**src/rtl/dph_pkg.sv**
```systemverilog
// Shared types, codes and constants for the depth-hold PID controller.
// Used by dph_cfg, dph_ctrl, dph_dp and depth_pid_hold_controller; no dependencies.
package dph_pkg;

    // Operation codes carried by an input word
    typedef enum logic [1:0] {
        OP_TICK    = 2'd0,
        OP_START   = 2'd1,
        OP_PREEMPT = 2'd2,
        OP_NONE    = 2'd3
    } op_t;

    // Goal status codes carried by a result word
    typedef enum logic [1:0] {
        GS_IDLE      = 2'd0,
        GS_RUNNING   = 2'd1,
        GS_SUCCEEDED = 2'd2,
        GS_PREEMPTED = 2'd3
    } goal_status_t;

    // Configuration register indexes
    typedef enum logic [2:0] {
        CFG_TARGET_DEPTH    = 3'd0,
        CFG_HOLD_TICKS      = 3'd1,
        CFG_GAINS_STABILIZE = 3'd2,
        CFG_GAINS_UPWARD    = 3'd3,
        CFG_BAND_STABILIZE  = 3'd4,
        CFG_BAND_ASCEND     = 3'd5,
        CFG_MAX_PWM         = 3'd6,
        CFG_UNUSED          = 3'd7
    } cfg_index_t;

    localparam int CFG_INDEX_W = 3;
    localparam int CFG_DATA_W  = 48;

    // Controller states
    typedef enum logic [3:0] {
        ST_IDLE,
        ST_CALC,
        ST_MUL_P,
        ST_MUL_I,
        ST_MUL_D,
        ST_ACC,
        ST_CLAMP,
        ST_RECIP,
        ST_FIX,
        ST_COMMIT
    } fsm_state_t;

    // Datapath work step for the current cycle
    typedef enum logic [3:0] {
        STEP_NONE,
        STEP_CALC,
        STEP_MUL_P,
        STEP_MUL_I,
        STEP_MUL_D,
        STEP_ACC,
        STEP_CLAMP,
        STEP_RECIP,
        STEP_FIX
    } step_t;

    typedef struct packed {
        logic  load;     // capture the accepted input word
        logic  commit;   // update state and load the result word
        step_t step;
    } cmd_t;

    typedef struct packed {
        logic op_tick;   // latched word is a control tick
    } status_t;

    typedef struct packed {
        logic signed [15:0] target_depth;
        logic [15:0]        hold_ticks;
        logic [47:0]        gains_stabilize;
        logic [47:0]        gains_upward;
        logic [7:0]         band_stabilize;
        logic [7:0]         band_ascend;
        logic [7:0]         max_pwm;
    } cfg_t;

    // Gain set switch point on hold_ticks
    localparam logic [15:0] STAB_THRESHOLD = 16'd10000;

    // Arithmetic widths
    localparam int PROD_W = 48;   // 16 x 32 signed product
    localparam int ACC_W  = 50;   // sum of three products
    localparam int MAG_W  = 26;   // magnitude after the +-1000.0 clamp
    localparam int Y_W    = 18;   // magnitude * 255 / 2^16
    localparam int Q_W    = 8;    // PWM magnitude

    // Output clamp: 1000 in Q.16
    localparam logic signed [ACC_W-1:0] OUT_LIM     = 50'sd65536000;
    localparam logic signed [ACC_W-1:0] OUT_LIM_NEG = -50'sd65536000;

    localparam int unsigned PWM_FULL    = 255;
    localparam int unsigned DIV_CONST   = 1000;
    // floor(2^20 / 1000); estimate is low by at most one
    localparam int unsigned RECIP_MUL   = 1048;
    localparam int          RECIP_SHIFT = 20;

endpackage

```
**src/rtl/dph_cfg.sv**
```systemverilog
// Configuration register file for the depth-hold PID controller.
// Depends on dph_pkg for the register index codes and the cfg_t bundle.
module dph_cfg (
    input  logic                              aclk,
    input  logic                              aresetn,
    input  logic                              cfg_valid,
    output logic                              cfg_ready,
    input  logic [dph_pkg::CFG_INDEX_W-1:0]   cfg_index,
    input  logic [dph_pkg::CFG_DATA_W-1:0]    cfg_data,
    output dph_pkg::cfg_t                     cfg
);
    import dph_pkg::*;

    cfg_t cfg_reg;
    cfg_t cfg_next;

    // Writes are always taken
    assign cfg_ready = 1'b1;

    // Register decode
    always_comb begin
        cfg_next = cfg_reg;
        if (cfg_valid) begin
            unique case (cfg_index_t'(cfg_index))
                CFG_TARGET_DEPTH:    cfg_next.target_depth    = cfg_data[15:0];
                CFG_HOLD_TICKS:      cfg_next.hold_ticks      = cfg_data[15:0];
                CFG_GAINS_STABILIZE: cfg_next.gains_stabilize = cfg_data[47:0];
                CFG_GAINS_UPWARD:    cfg_next.gains_upward    = cfg_data[47:0];
                CFG_BAND_STABILIZE:  cfg_next.band_stabilize  = cfg_data[7:0];
                CFG_BAND_ASCEND:     cfg_next.band_ascend     = cfg_data[7:0];
                CFG_MAX_PWM:         cfg_next.max_pwm         = cfg_data[7:0];
                default: ;
            endcase
        end
    end

    always_ff @(posedge aclk) begin
        if (!aresetn) begin
            cfg_reg.target_depth    <= '0;
            cfg_reg.hold_ticks      <= '0;
            cfg_reg.gains_stabilize <= '0;
            cfg_reg.gains_upward    <= '0;
            cfg_reg.band_stabilize  <= '0;
            cfg_reg.band_ascend     <= '0;
            cfg_reg.max_pwm         <= 8'd255;
        end else begin
            cfg_reg <= cfg_next;
        end
    end

    assign cfg = cfg_reg;

endmodule

```
**src/rtl/dph_ctrl.sv**
```systemverilog
// Sequencing state machine for the depth-hold PID controller.
// Depends on dph_pkg; drives dph_dp through cmd_t and owns the result valid flag.
module dph_ctrl (
    input  logic              aclk,
    input  logic              aresetn,
    input  logic              s_valid,
    output logic              s_ready,
    output logic              m_valid,
    input  logic              m_ready,
    input  dph_pkg::status_t  status,
    output dph_pkg::cmd_t     cmd
);
    import dph_pkg::*;

    fsm_state_t state_reg;
    fsm_state_t state_next;
    logic       m_valid_reg;
    logic       m_valid_next;
    logic       out_free;

    // Result slot is free when empty or being drained this cycle
    assign out_free = !m_valid_reg || m_ready;

    // Next state
    always_comb begin
        state_next = state_reg;
        unique case (state_reg)
            ST_IDLE:   if (s_valid) state_next = ST_CALC;
            ST_CALC:   state_next = status.op_tick ? ST_MUL_P : ST_COMMIT;
            ST_MUL_P:  state_next = ST_MUL_I;
            ST_MUL_I:  state_next = ST_MUL_D;
            ST_MUL_D:  state_next = ST_ACC;
            ST_ACC:    state_next = ST_CLAMP;
            ST_CLAMP:  state_next = ST_RECIP;
            ST_RECIP:  state_next = ST_FIX;
            ST_FIX:    state_next = ST_COMMIT;
            ST_COMMIT: if (out_free) state_next = ST_IDLE;
            default:   state_next = ST_IDLE;
        endcase
    end

    // Outputs
    always_comb begin
        s_ready    = 1'b0;
        cmd.load   = 1'b0;
        cmd.commit = 1'b0;
        cmd.step   = STEP_NONE;
        unique case (state_reg)
            ST_IDLE: begin
                s_ready  = 1'b1;
                cmd.load = s_valid;
            end
            ST_CALC:   cmd.step = STEP_CALC;
            ST_MUL_P:  cmd.step = STEP_MUL_P;
            ST_MUL_I:  cmd.step = STEP_MUL_I;
            ST_MUL_D:  cmd.step = STEP_MUL_D;
            ST_ACC:    cmd.step = STEP_ACC;
            ST_CLAMP:  cmd.step = STEP_CLAMP;
            ST_RECIP:  cmd.step = STEP_RECIP;
            ST_FIX:    cmd.step = STEP_FIX;
            ST_COMMIT: cmd.commit = out_free;
            default: ;
        endcase
    end

    // Result valid flag
    always_comb begin
        m_valid_next = m_valid_reg;
        if (cmd.commit) begin
            m_valid_next = 1'b1;
        end else if (m_ready) begin
            m_valid_next = 1'b0;
        end
    end

    always_ff @(posedge aclk) begin
        if (!aresetn) begin
            state_reg   <= ST_IDLE;
            m_valid_reg <= 1'b0;
        end else begin
            state_reg   <= state_next;
            m_valid_reg <= m_valid_next;
        end
    end

    assign m_valid = m_valid_reg;

    // A result is only loaded into a free slot
    a_commit_free: assert property (@(posedge aclk) disable iff (!aresetn)
        cmd.commit |-> (!m_valid_reg || m_ready))
        else $error("result loaded over an undelivered word");

    // An accepted word always starts the calc step next cycle
    a_accept_calc: assert property (@(posedge aclk) disable iff (!aresetn)
        (s_valid && s_ready) |=> (state_reg == ST_CALC))
        else $error("accepted word not followed by calc step");

    // Valid rises only after a commit
    a_valid_rise: assert property (@(posedge aclk) disable iff (!aresetn)
        $rose(m_valid_reg) |-> $past(cmd.commit))
        else $error("result valid raised without commit");

endmodule

```
**src/rtl/dph_dp.sv**
```systemverilog
// Datapath of the depth-hold PID controller: error, integral, shared multiplier,
// clamp and PWM scaling, goal state and the result register. Depends on dph_pkg.
module dph_dp (
    input  logic                 aclk,
    input  logic                 aresetn,
    input  dph_pkg::cmd_t        cmd,
    output dph_pkg::status_t     status,
    input  dph_pkg::cfg_t        cfg,
    input  logic [1:0]           s_operation,
    input  logic signed [15:0]   s_depth_sample,
    output logic signed [8:0]    m_pwm_drive,
    output logic signed [16:0]   m_depth_remaining,
    output logic [1:0]           m_goal_status
);
    import dph_pkg::*;

    // Latched input word
    op_t                      op_reg;
    logic signed [15:0]       sample_reg;

    // Per-tick working registers
    logic signed [16:0]       err_reg;
    logic signed [16:0]       deriv_reg;
    logic signed [31:0]       int_new_reg;
    logic [47:0]              gains_reg;
    logic [7:0]               band_reg;
    logic signed [PROD_W-1:0] prod_reg;
    logic signed [ACC_W-1:0]  acc_reg;
    logic                     neg_reg;
    logic [Y_W-1:0]           y_reg;
    logic [Q_W-1:0]           q0_reg;
    logic [Q_W-1:0]           q_reg;

    // Controller state
    logic signed [31:0]       integral_reg, integral_next;
    logic signed [15:0]       last_depth_reg, last_depth_next;
    logic                     have_last_reg, have_last_next;
    logic [15:0]              count_reg, count_next;
    logic                     active_reg, active_next;

    // Result word
    logic signed [8:0]        out_pwm_reg, out_pwm_next;
    logic signed [16:0]       out_rem_reg, out_rem_next;
    goal_status_t             out_status_reg, out_status_next;

    // Calc step signals
    logic signed [16:0]       err_c;
    logic signed [15:0]       prev_c;
    logic signed [16:0]       deriv_c;
    logic signed [32:0]       int_sum;
    logic signed [31:0]       int_sat;
    logic                     stab_c;

    // Multiplier operands
    logic signed [15:0]       mul_a;
    logic signed [31:0]       mul_b;
    logic signed [PROD_W-1:0] mul_p;

    // Clamp and scale signals
    logic signed [ACC_W-1:0]  clamped;
    logic [ACC_W-1:0]         mag_full;
    logic [MAG_W-1:0]         mag;
    logic [33:0]              scaled;
    logic [28:0]              recip_prod;
    logic [Y_W-1:0]           q0_scaled;
    logic [Y_W-1:0]           rem_c;

    // Commit signals
    logic [Q_W-1:0]           mag_lim;
    logic                     in_band;
    logic [15:0]              count_inc;
    logic signed [8:0]        pwm_val;

    assign status.op_tick = (op_reg == OP_TICK);

    // Error, derivative and saturated integral candidate
    always_comb begin
        err_c   = {cfg.target_depth[15], cfg.target_depth} - {sample_reg[15], sample_reg};
        prev_c  = have_last_reg ? last_depth_reg : sample_reg;
        deriv_c = {sample_reg[15], sample_reg} - {prev_c[15], prev_c};
        int_sum = {integral_reg[31], integral_reg} + {{16{err_c[16]}}, err_c};
        if (int_sum[32] != int_sum[31]) begin
            int_sat = int_sum[32] ? 32'sh8000_0000 : 32'sh7FFF_FFFF;
        end else begin
            int_sat = int_sum[31:0];
        end
        stab_c = cfg.hold_ticks > STAB_THRESHOLD;
    end

    // Shared multiplier: kp*e, ki*I, kd*D in turn
    always_comb begin
        case (cmd.step)
            STEP_MUL_I: begin
                mul_a = gains_reg[31:16];
                mul_b = int_new_reg;
            end
            STEP_MUL_D: begin
                mul_a = gains_reg[47:32];
                mul_b = {{15{deriv_reg[16]}}, deriv_reg};
            end
            default: begin
                mul_a = gains_reg[15:0];
                mul_b = {{15{err_reg[16]}}, err_reg};
            end
        endcase
        mul_p = mul_a * mul_b;
    end

    // Clamp to +-1000.0, magnitude times 255 over 2^16
    always_comb begin
        if (acc_reg > OUT_LIM) begin
            clamped = OUT_LIM;
        end else if (acc_reg < OUT_LIM_NEG) begin
            clamped = OUT_LIM_NEG;
        end else begin
            clamped = acc_reg;
        end
        mag_full = acc_reg[ACC_W-1] ? ACC_W'(-clamped) : ACC_W'(clamped);
        mag      = mag_full[MAG_W-1:0];
        scaled   = 34'(mag) * 34'(PWM_FULL);
    end

    // Divide by 1000: reciprocal estimate then one correction
    always_comb begin
        recip_prod = 29'(y_reg) * 29'(RECIP_MUL);
        q0_scaled  = Y_W'(q0_reg) * Y_W'(DIV_CONST);
        rem_c      = y_reg - q0_scaled;
    end

    // Working registers
    always_ff @(posedge aclk) begin
        if (cmd.load) begin
            op_reg     <= op_t'(s_operation);
            sample_reg <= s_depth_sample;
        end
        case (cmd.step)
            STEP_CALC: begin
                err_reg     <= err_c;
                deriv_reg   <= deriv_c;
                int_new_reg <= int_sat;
                gains_reg   <= stab_c ? cfg.gains_stabilize : cfg.gains_upward;
                band_reg    <= stab_c ? cfg.band_stabilize : cfg.band_ascend;
            end
            STEP_MUL_P: prod_reg <= mul_p;
            STEP_MUL_I: begin
                prod_reg <= mul_p;
                acc_reg  <= ACC_W'(prod_reg);
            end
            STEP_MUL_D: begin
                prod_reg <= mul_p;
                acc_reg  <= acc_reg + ACC_W'(prod_reg);
            end
            STEP_ACC:   acc_reg <= acc_reg + ACC_W'(prod_reg);
            STEP_CLAMP: begin
                neg_reg <= acc_reg[ACC_W-1];
                y_reg   <= scaled[33:16];
            end
            STEP_RECIP: q0_reg <= recip_prod[RECIP_SHIFT+Q_W-1:RECIP_SHIFT];
            STEP_FIX:   q_reg  <= q0_reg + Q_W'(rem_c >= Y_W'(DIV_CONST));
            default: ;
        endcase
    end

    // Max PWM clamp and dead band
    always_comb begin
        mag_lim   = (q_reg > cfg.max_pwm) ? cfg.max_pwm : q_reg;
        in_band   = mag_lim <= band_reg;
        pwm_val   = neg_reg ? 9'sd0 - $signed({1'b0, mag_lim}) : $signed({1'b0, mag_lim});
        count_inc = (count_reg == 16'hFFFF) ? count_reg : count_reg + 16'd1;
    end

    // Goal state and result word
    always_comb begin
        integral_next   = integral_reg;
        last_depth_next = last_depth_reg;
        have_last_next  = have_last_reg;
        count_next      = count_reg;
        active_next     = active_reg;
        out_pwm_next    = '0;
        out_rem_next    = '0;
        out_status_next = active_reg ? GS_RUNNING : GS_IDLE;
        if (cmd.commit) begin
            case (op_reg)
                OP_START: begin
                    integral_next   = '0;
                    count_next      = '0;
                    active_next     = (cfg.hold_ticks != 16'd0);
                    out_status_next = (cfg.hold_ticks != 16'd0) ? GS_RUNNING : GS_IDLE;
                end
                OP_PREEMPT: begin
                    active_next     = 1'b0;
                    out_status_next = GS_PREEMPTED;
                end
                OP_TICK: begin
                    last_depth_next = sample_reg;
                    have_last_next  = 1'b1;
                    out_rem_next    = err_reg;
                    if (active_reg) begin
                        integral_next = int_new_reg;
                        if (in_band) begin
                            count_next = count_inc;
                            if (count_inc >= cfg.hold_ticks) begin
                                out_status_next = GS_SUCCEEDED;
                                active_next     = 1'b0;
                            end
                        end else begin
                            count_next   = '0;
                            out_pwm_next = pwm_val;
                        end
                    end
                end
                default: ;
            endcase
        end
    end

    always_ff @(posedge aclk) begin
        if (!aresetn) begin
            integral_reg   <= '0;
            last_depth_reg <= '0;
            have_last_reg  <= 1'b0;
            count_reg      <= '0;
            active_reg     <= 1'b0;
        end else begin
            integral_reg   <= integral_next;
            last_depth_reg <= last_depth_next;
            have_last_reg  <= have_last_next;
            count_reg      <= count_next;
            active_reg     <= active_next;
        end
    end

    always_ff @(posedge aclk) begin
        if (cmd.commit) begin
            out_pwm_reg    <= out_pwm_next;
            out_rem_reg    <= out_rem_next;
            out_status_reg <= out_status_next;
        end
    end

    assign m_pwm_drive       = out_pwm_reg;
    assign m_depth_remaining = out_rem_reg;
    assign m_goal_status     = out_status_reg;

    // A success always drives the thruster to zero
    a_success_zero: assert property (@(posedge aclk) disable iff (!aresetn)
        cmd.commit |=> (out_status_reg != GS_SUCCEEDED || out_pwm_reg == 9'sd0))
        else $error("succeeded word with nonzero pwm");

    // Start clears the integral and the hold count
    a_start_clear: assert property (@(posedge aclk) disable iff (!aresetn)
        (cmd.commit && op_reg == OP_START) |=> (integral_reg == 32'sd0 && count_reg == 16'd0))
        else $error("start did not clear integral and hold count");

endmodule

```
**src/rtl/depth_pid_hold_controller.sv**
```systemverilog
// Top level of the depth-hold PID controller.
// Instantiates dph_cfg, dph_ctrl and dph_dp; depends on dph_pkg.
//
// Each input word is a control tick, a goal start, a preempt or the unused code and gives
// exactly one result word (PWM, remaining depth error, goal status). The block works on
// one word at a time and takes no new word until the last has reached the result register.
// A tick passes through the calc step, the single shared 16x32 multiplier that forms the
// proportional, integral and derivative products in turn, the accumulate step, the clamp,
// the 255/1000 scaling (reciprocal multiply with one correction) and the commit; start,
// preempt and the unused code go from the calc step straight to the commit.
// The result sits in an output register, so the next word is accepted and worked on
// while the previous result waits; it then holds at commit until the slot frees.
// Configuration writes are always taken, and are meant to happen only while no word
// is in flight.
module depth_pid_hold_controller (
    input  logic                              aclk,
    input  logic                              aresetn,
    // Input words
    input  logic                              s_valid,
    output logic                              s_ready,
    input  logic [1:0]                        s_operation,
    input  logic signed [15:0]                s_depth_sample,
    // Result words
    output logic                              m_valid,
    input  logic                              m_ready,
    output logic signed [8:0]                 m_pwm_drive,
    output logic signed [16:0]                m_depth_remaining,
    output logic [1:0]                        m_goal_status,
    // Configuration writes
    input  logic                              cfg_valid,
    output logic                              cfg_ready,
    input  logic [dph_pkg::CFG_INDEX_W-1:0]   cfg_index,
    input  logic [dph_pkg::CFG_DATA_W-1:0]    cfg_data
);
    import dph_pkg::*;

    cfg_t    cfg;
    cmd_t    cmd;
    status_t status;

    // Register file
    dph_cfg u_cfg (
        .aclk      (aclk),
        .aresetn   (aresetn),
        .cfg_valid (cfg_valid),
        .cfg_ready (cfg_ready),
        .cfg_index (cfg_index),
        .cfg_data  (cfg_data),
        .cfg       (cfg)
    );

    // Sequencer
    dph_ctrl u_ctrl (
        .aclk    (aclk),
        .aresetn (aresetn),
        .s_valid (s_valid),
        .s_ready (s_ready),
        .m_valid (m_valid),
        .m_ready (m_ready),
        .status  (status),
        .cmd     (cmd)
    );

    // Arithmetic and goal state
    dph_dp u_dp (
        .aclk              (aclk),
        .aresetn           (aresetn),
        .cmd               (cmd),
        .status            (status),
        .cfg               (cfg),
        .s_operation       (s_operation),
        .s_depth_sample    (s_depth_sample),
        .m_pwm_drive       (m_pwm_drive),
        .m_depth_remaining (m_depth_remaining),
        .m_goal_status     (m_goal_status)
    );

endmodule

```
**config.mk**
```make
export PLATFORM = sky130hd
export DESIGN_NAME = depth_pid_hold_controller
export DESIGN_NICKNAME = d
export VERILOG_FILES = /design/src/rtl/dph_pkg.sv /design/src/rtl/dph_cfg.sv /design/src/rtl/dph_ctrl.sv /design/src/rtl/dph_dp.sv /design/src/rtl/depth_pid_hold_controller.sv
export SDC_FILE = /design/constraint.sdc
export NUM_CORES = 2
export LEC_CHECK = 0
export BUFFER_PORTS_ARGS = -buffer_cell sky130_fd_sc_hd__buf_4
export CORE_AREA = 2 2 303 305
export DETAILED_ROUTE_END_ITERATION = 7
export DIE_AREA = 0 0 305 307
export PLACE_DENSITY_LB_ADDON = 0.15
export SYNTH_ARGS = -nofsm -noshare
export SYNTH_HDL_FRONTEND = slang
export SYNTH_HIERARCHICAL = 1
export SYNTH_SLANG_ARGS = --single-unit
```
**constraint.sdc**
```tcl
create_clock -name aclk -period 10.7 [get_ports aclk]
set_input_delay 1.07 -clock aclk [delete_from_list [all_inputs] [get_ports aclk]]
set_output_delay 1.07 -clock aclk [all_outputs]
set_load 0.01 [all_outputs]
```
==> flow_summary.json <==
{
  "outcome": "completed",
  "drt-total-wl_um": 136200,
  "insertion_delay_ns": 0.67,
  "hold_depth": 2,
  "dr.pass1.iters": 6,
  "worstMarginPinSlew_ns": 1.219,
  "wire_per_inst_um": 19.82,
  "nets": 6757,
  "drv_cap": 0,
  "largest_register_ffs": 152,
  "clock_sinks": 524,
  "io_pins": 105,
  "drive_above_1_share_pct": 7.738,
  "cts_inserted_buffers": 59,
  "ys_seq_elements": 524,
  "vias_per_cell": 5.707,
  "synth.avg_cell_area_um2": 9.428,
  "required_ns": 11.03,
  "rsz0062_at_grt": "no",
  "clockBufferDepth": 3,
  "first_global_vias": 39850,
  "hpwlAfterDp_um": 108200,
  "multiInputGateArea_mm2": 0.03544,
  "synth_top_family_by_area": "adder cells",
  "antenna_found_initial": 1,
  "netlist_area_mm2": 0.05289,
  "overflow": 0,
  "holdBufCountCts": 0,
  "postCtsSetupBuffers": 0,
  "vias": 39216,
  "crit_fanout": 31,
  "slew_headroom_pct": 18.19,
  "synth-compound-area-share_pct": 10.40,
  "grt_start_max_net_pins": 105,
  "crit_path_frequent_cell": "fa_1",
  "worstSetupStartpoint": "u_ctrl/state_reg[1]",
  "die_w_um": 305,
  "min_path_type": "reg -> reg",
  "gp_congestion": 0.9636,
  "cts_tree": "built",
  "synthCells": 5610,
  "finalCritPeriodShare_pct": 93.09,
  "fill_cells": 7636,
  "yosysUniqueCellTypes": 95,
  "fin_skew_ns": 0.07506,
  "finalSetupTns_ns": 0,
  "reg2regPathDepth": 30,
  "clkTransAtPathRegs_ns": 0.06,
  "core_area_mm2": 0.09069,
  "drt_iter0_drc": 2801,
  "n_antenna_cell": 0,
  "maxClockFrequency_ghz": 0.1004,
  "placement.io_buffers": 103,
  "slowest_stage": "nor2_2",
  "syn-num-nets": 6731,
  "final_core_util_pct": 63.00,
  "crit_family": "adder cells",
  "r2r_start": "u_ctrl/state_reg[1]",
  "period_minus_slack_ns": 9.960,
  "die_area_mm2": 0.09364,
  "area_growth_syn_to_layout_pct": 8.034,
  "final_hold_viol_count": 0,
  "start_util_pct": 58.32,
  "critical_path_buf_inv_count": 5,
  "register_area_mm2": 0.01350,
  "drcViolationCount": 0,
  "yosysSeqAreaShare_pct": 25.53,
  "ctsResizeCount": 0,
  "cp.depth": 30,
  "synth_edf_count": 301,
  "yosysWarnings": 6,
  "crit_arrival_ns": 10.29,
  "slowest_delay_ns": 0.72,
  "startpoint_type": "flop",
  "yosys.area_share.xor_xnor_pct": 4.502,
  "synth.mux.area_fraction_pct": 4.571,
  "h-tree-depth": 2,
  "crit_type": "reg -> reg",
  "synth-simple-area-share_pct": 13.56,
  "clockRootBuffer": "clkbuf_16",
  "synth_ff_type": "edfxtp_1",
  "hold_start": "u_cfg/cfg[104]",
  "detail-route-antenna-nets": 0,
  "grt_usage_pct": 29.55,
  "die_h_um": 307,
  "rows": 111,
  "endpoint_kind": "flop",
  "setup_viol": 0,
  "grt_pass1_wl_um": 218500,
  "async_flop_share_pct": 0,
  "synthAdderAreaFrac_pct": 33.72,
  "slew_violations": 0
}
-- worst paths after layout --
path | slack, ns | end
hold / removal | 0.45 | u_cfg/cfg[104]
setup / recovery | 0.74 | u_dp/prod_reg[47]
hold reg to reg | 0.45 | u_cfg/cfg[104]
setup reg to reg | 0.74 | u_dp/prod_reg[47]
-- placed cells by master, fill, tap and decap left out, types with 174 or more instances in the layout --
cell,instances
a21oi_1,232
buf_4,184
dfxtp_1,223
edfxtp_1,301
fa_1,608
ha_1,439
inv_1,832
mux2i_1,174
nand2_1,748
nor2_1,390
-- stage by stage --
stage | std cells | hold slack [ns] | setup slack, ns | cell area (um^2)
global route | 6872 | 0.4658 | 0.2172 | 57140
finish | 6872 | 0.4532 | 0.7396 | 57140
detailed placement | 6761 | 0.4458 | 0.9097 | 54960
global placement | 6761 | 0.4393 | 1.044 | 54960
floorplan | 5610 | 0.4244 | 0.9013 | 52890
CTS | 6872 | 0.4548 | 0.7999 | 57140
-- worst min-delay path, stage by stage, from the launching register on --
cell	delay (ns)
dfxtp_1	0.30
nand2_1	0.05
mux2i_1	0.05
-- cell type report --
cell class | count | share of cell area [%]
Timing Repair Buffer | 185 | 2.437
Clock inverter | 30 | 0.7182
Inverter | 838 | 5.505
Tap cell | 1186 | 2.597
Multi-Input combinational cell | 4028 | 62.02
Sequential cell | 524 | 23.63
Clock buffer | 81 | 3.092
-- kinds of logic after synthesis --
group                    after synthesis
AND/OR/NAND/NOR                     1597
adder cells (fa/ha/maj)             1064
buffers and inverters               1058
AO/OA/AOI/OAI                        861
flip-flops                           524
XOR/XNOR                             271
multiplexers                         234
other                                  1
-- metal layers --
layer  vias up  share of wire (%)  GRT usage, %
met5         -             0.0095             0
met4         2                3.3         9.210
met3       253                6.4         4.824
met2      1179                 47         49.21
met1     19318                 44         39.67
li1      18464                  -             -
-- cell usage after synthesis, types with 16 or more instances --
cell type  number  area share, %
a21boi_0       33           0.47
a21o_1        119            1.7
a21oi_1       233            2.2
a22oi_1        42           0.60
a31oi_1        25           0.30
and2_1         28           0.33
and3_1         16           0.19
buf_2          19           0.18
clkbuf_1      184            1.3
dfxtp_1       223            8.4
edfxtp_1      301             17
fa_1          608             23
ha_1          439             10
inv_1         832            5.9
maj3_1         16           0.30
mux2_2         60            1.3
mux2i_1       174            3.3
nand2_1       749            5.3
nand2b_1       43           0.51
nand3_1        57           0.54
nand4_1        29           0.34
nor2_1        400            2.8
nor2b_1        94            1.1
nor3_1         67           0.63
o21a_1         32           0.45
o21ai_0       171            1.6
o21bai_1       33           0.47
o22ai_1        34           0.40
o31ai_1        18           0.26
or2_2          30           0.35
or3_1          17           0.20
xnor2_1       170            2.8
xor2_1        100            1.7
Power is not shown: default switching activity piles up to over one toggle a cycle in this logic, so the estimate is an artifact.
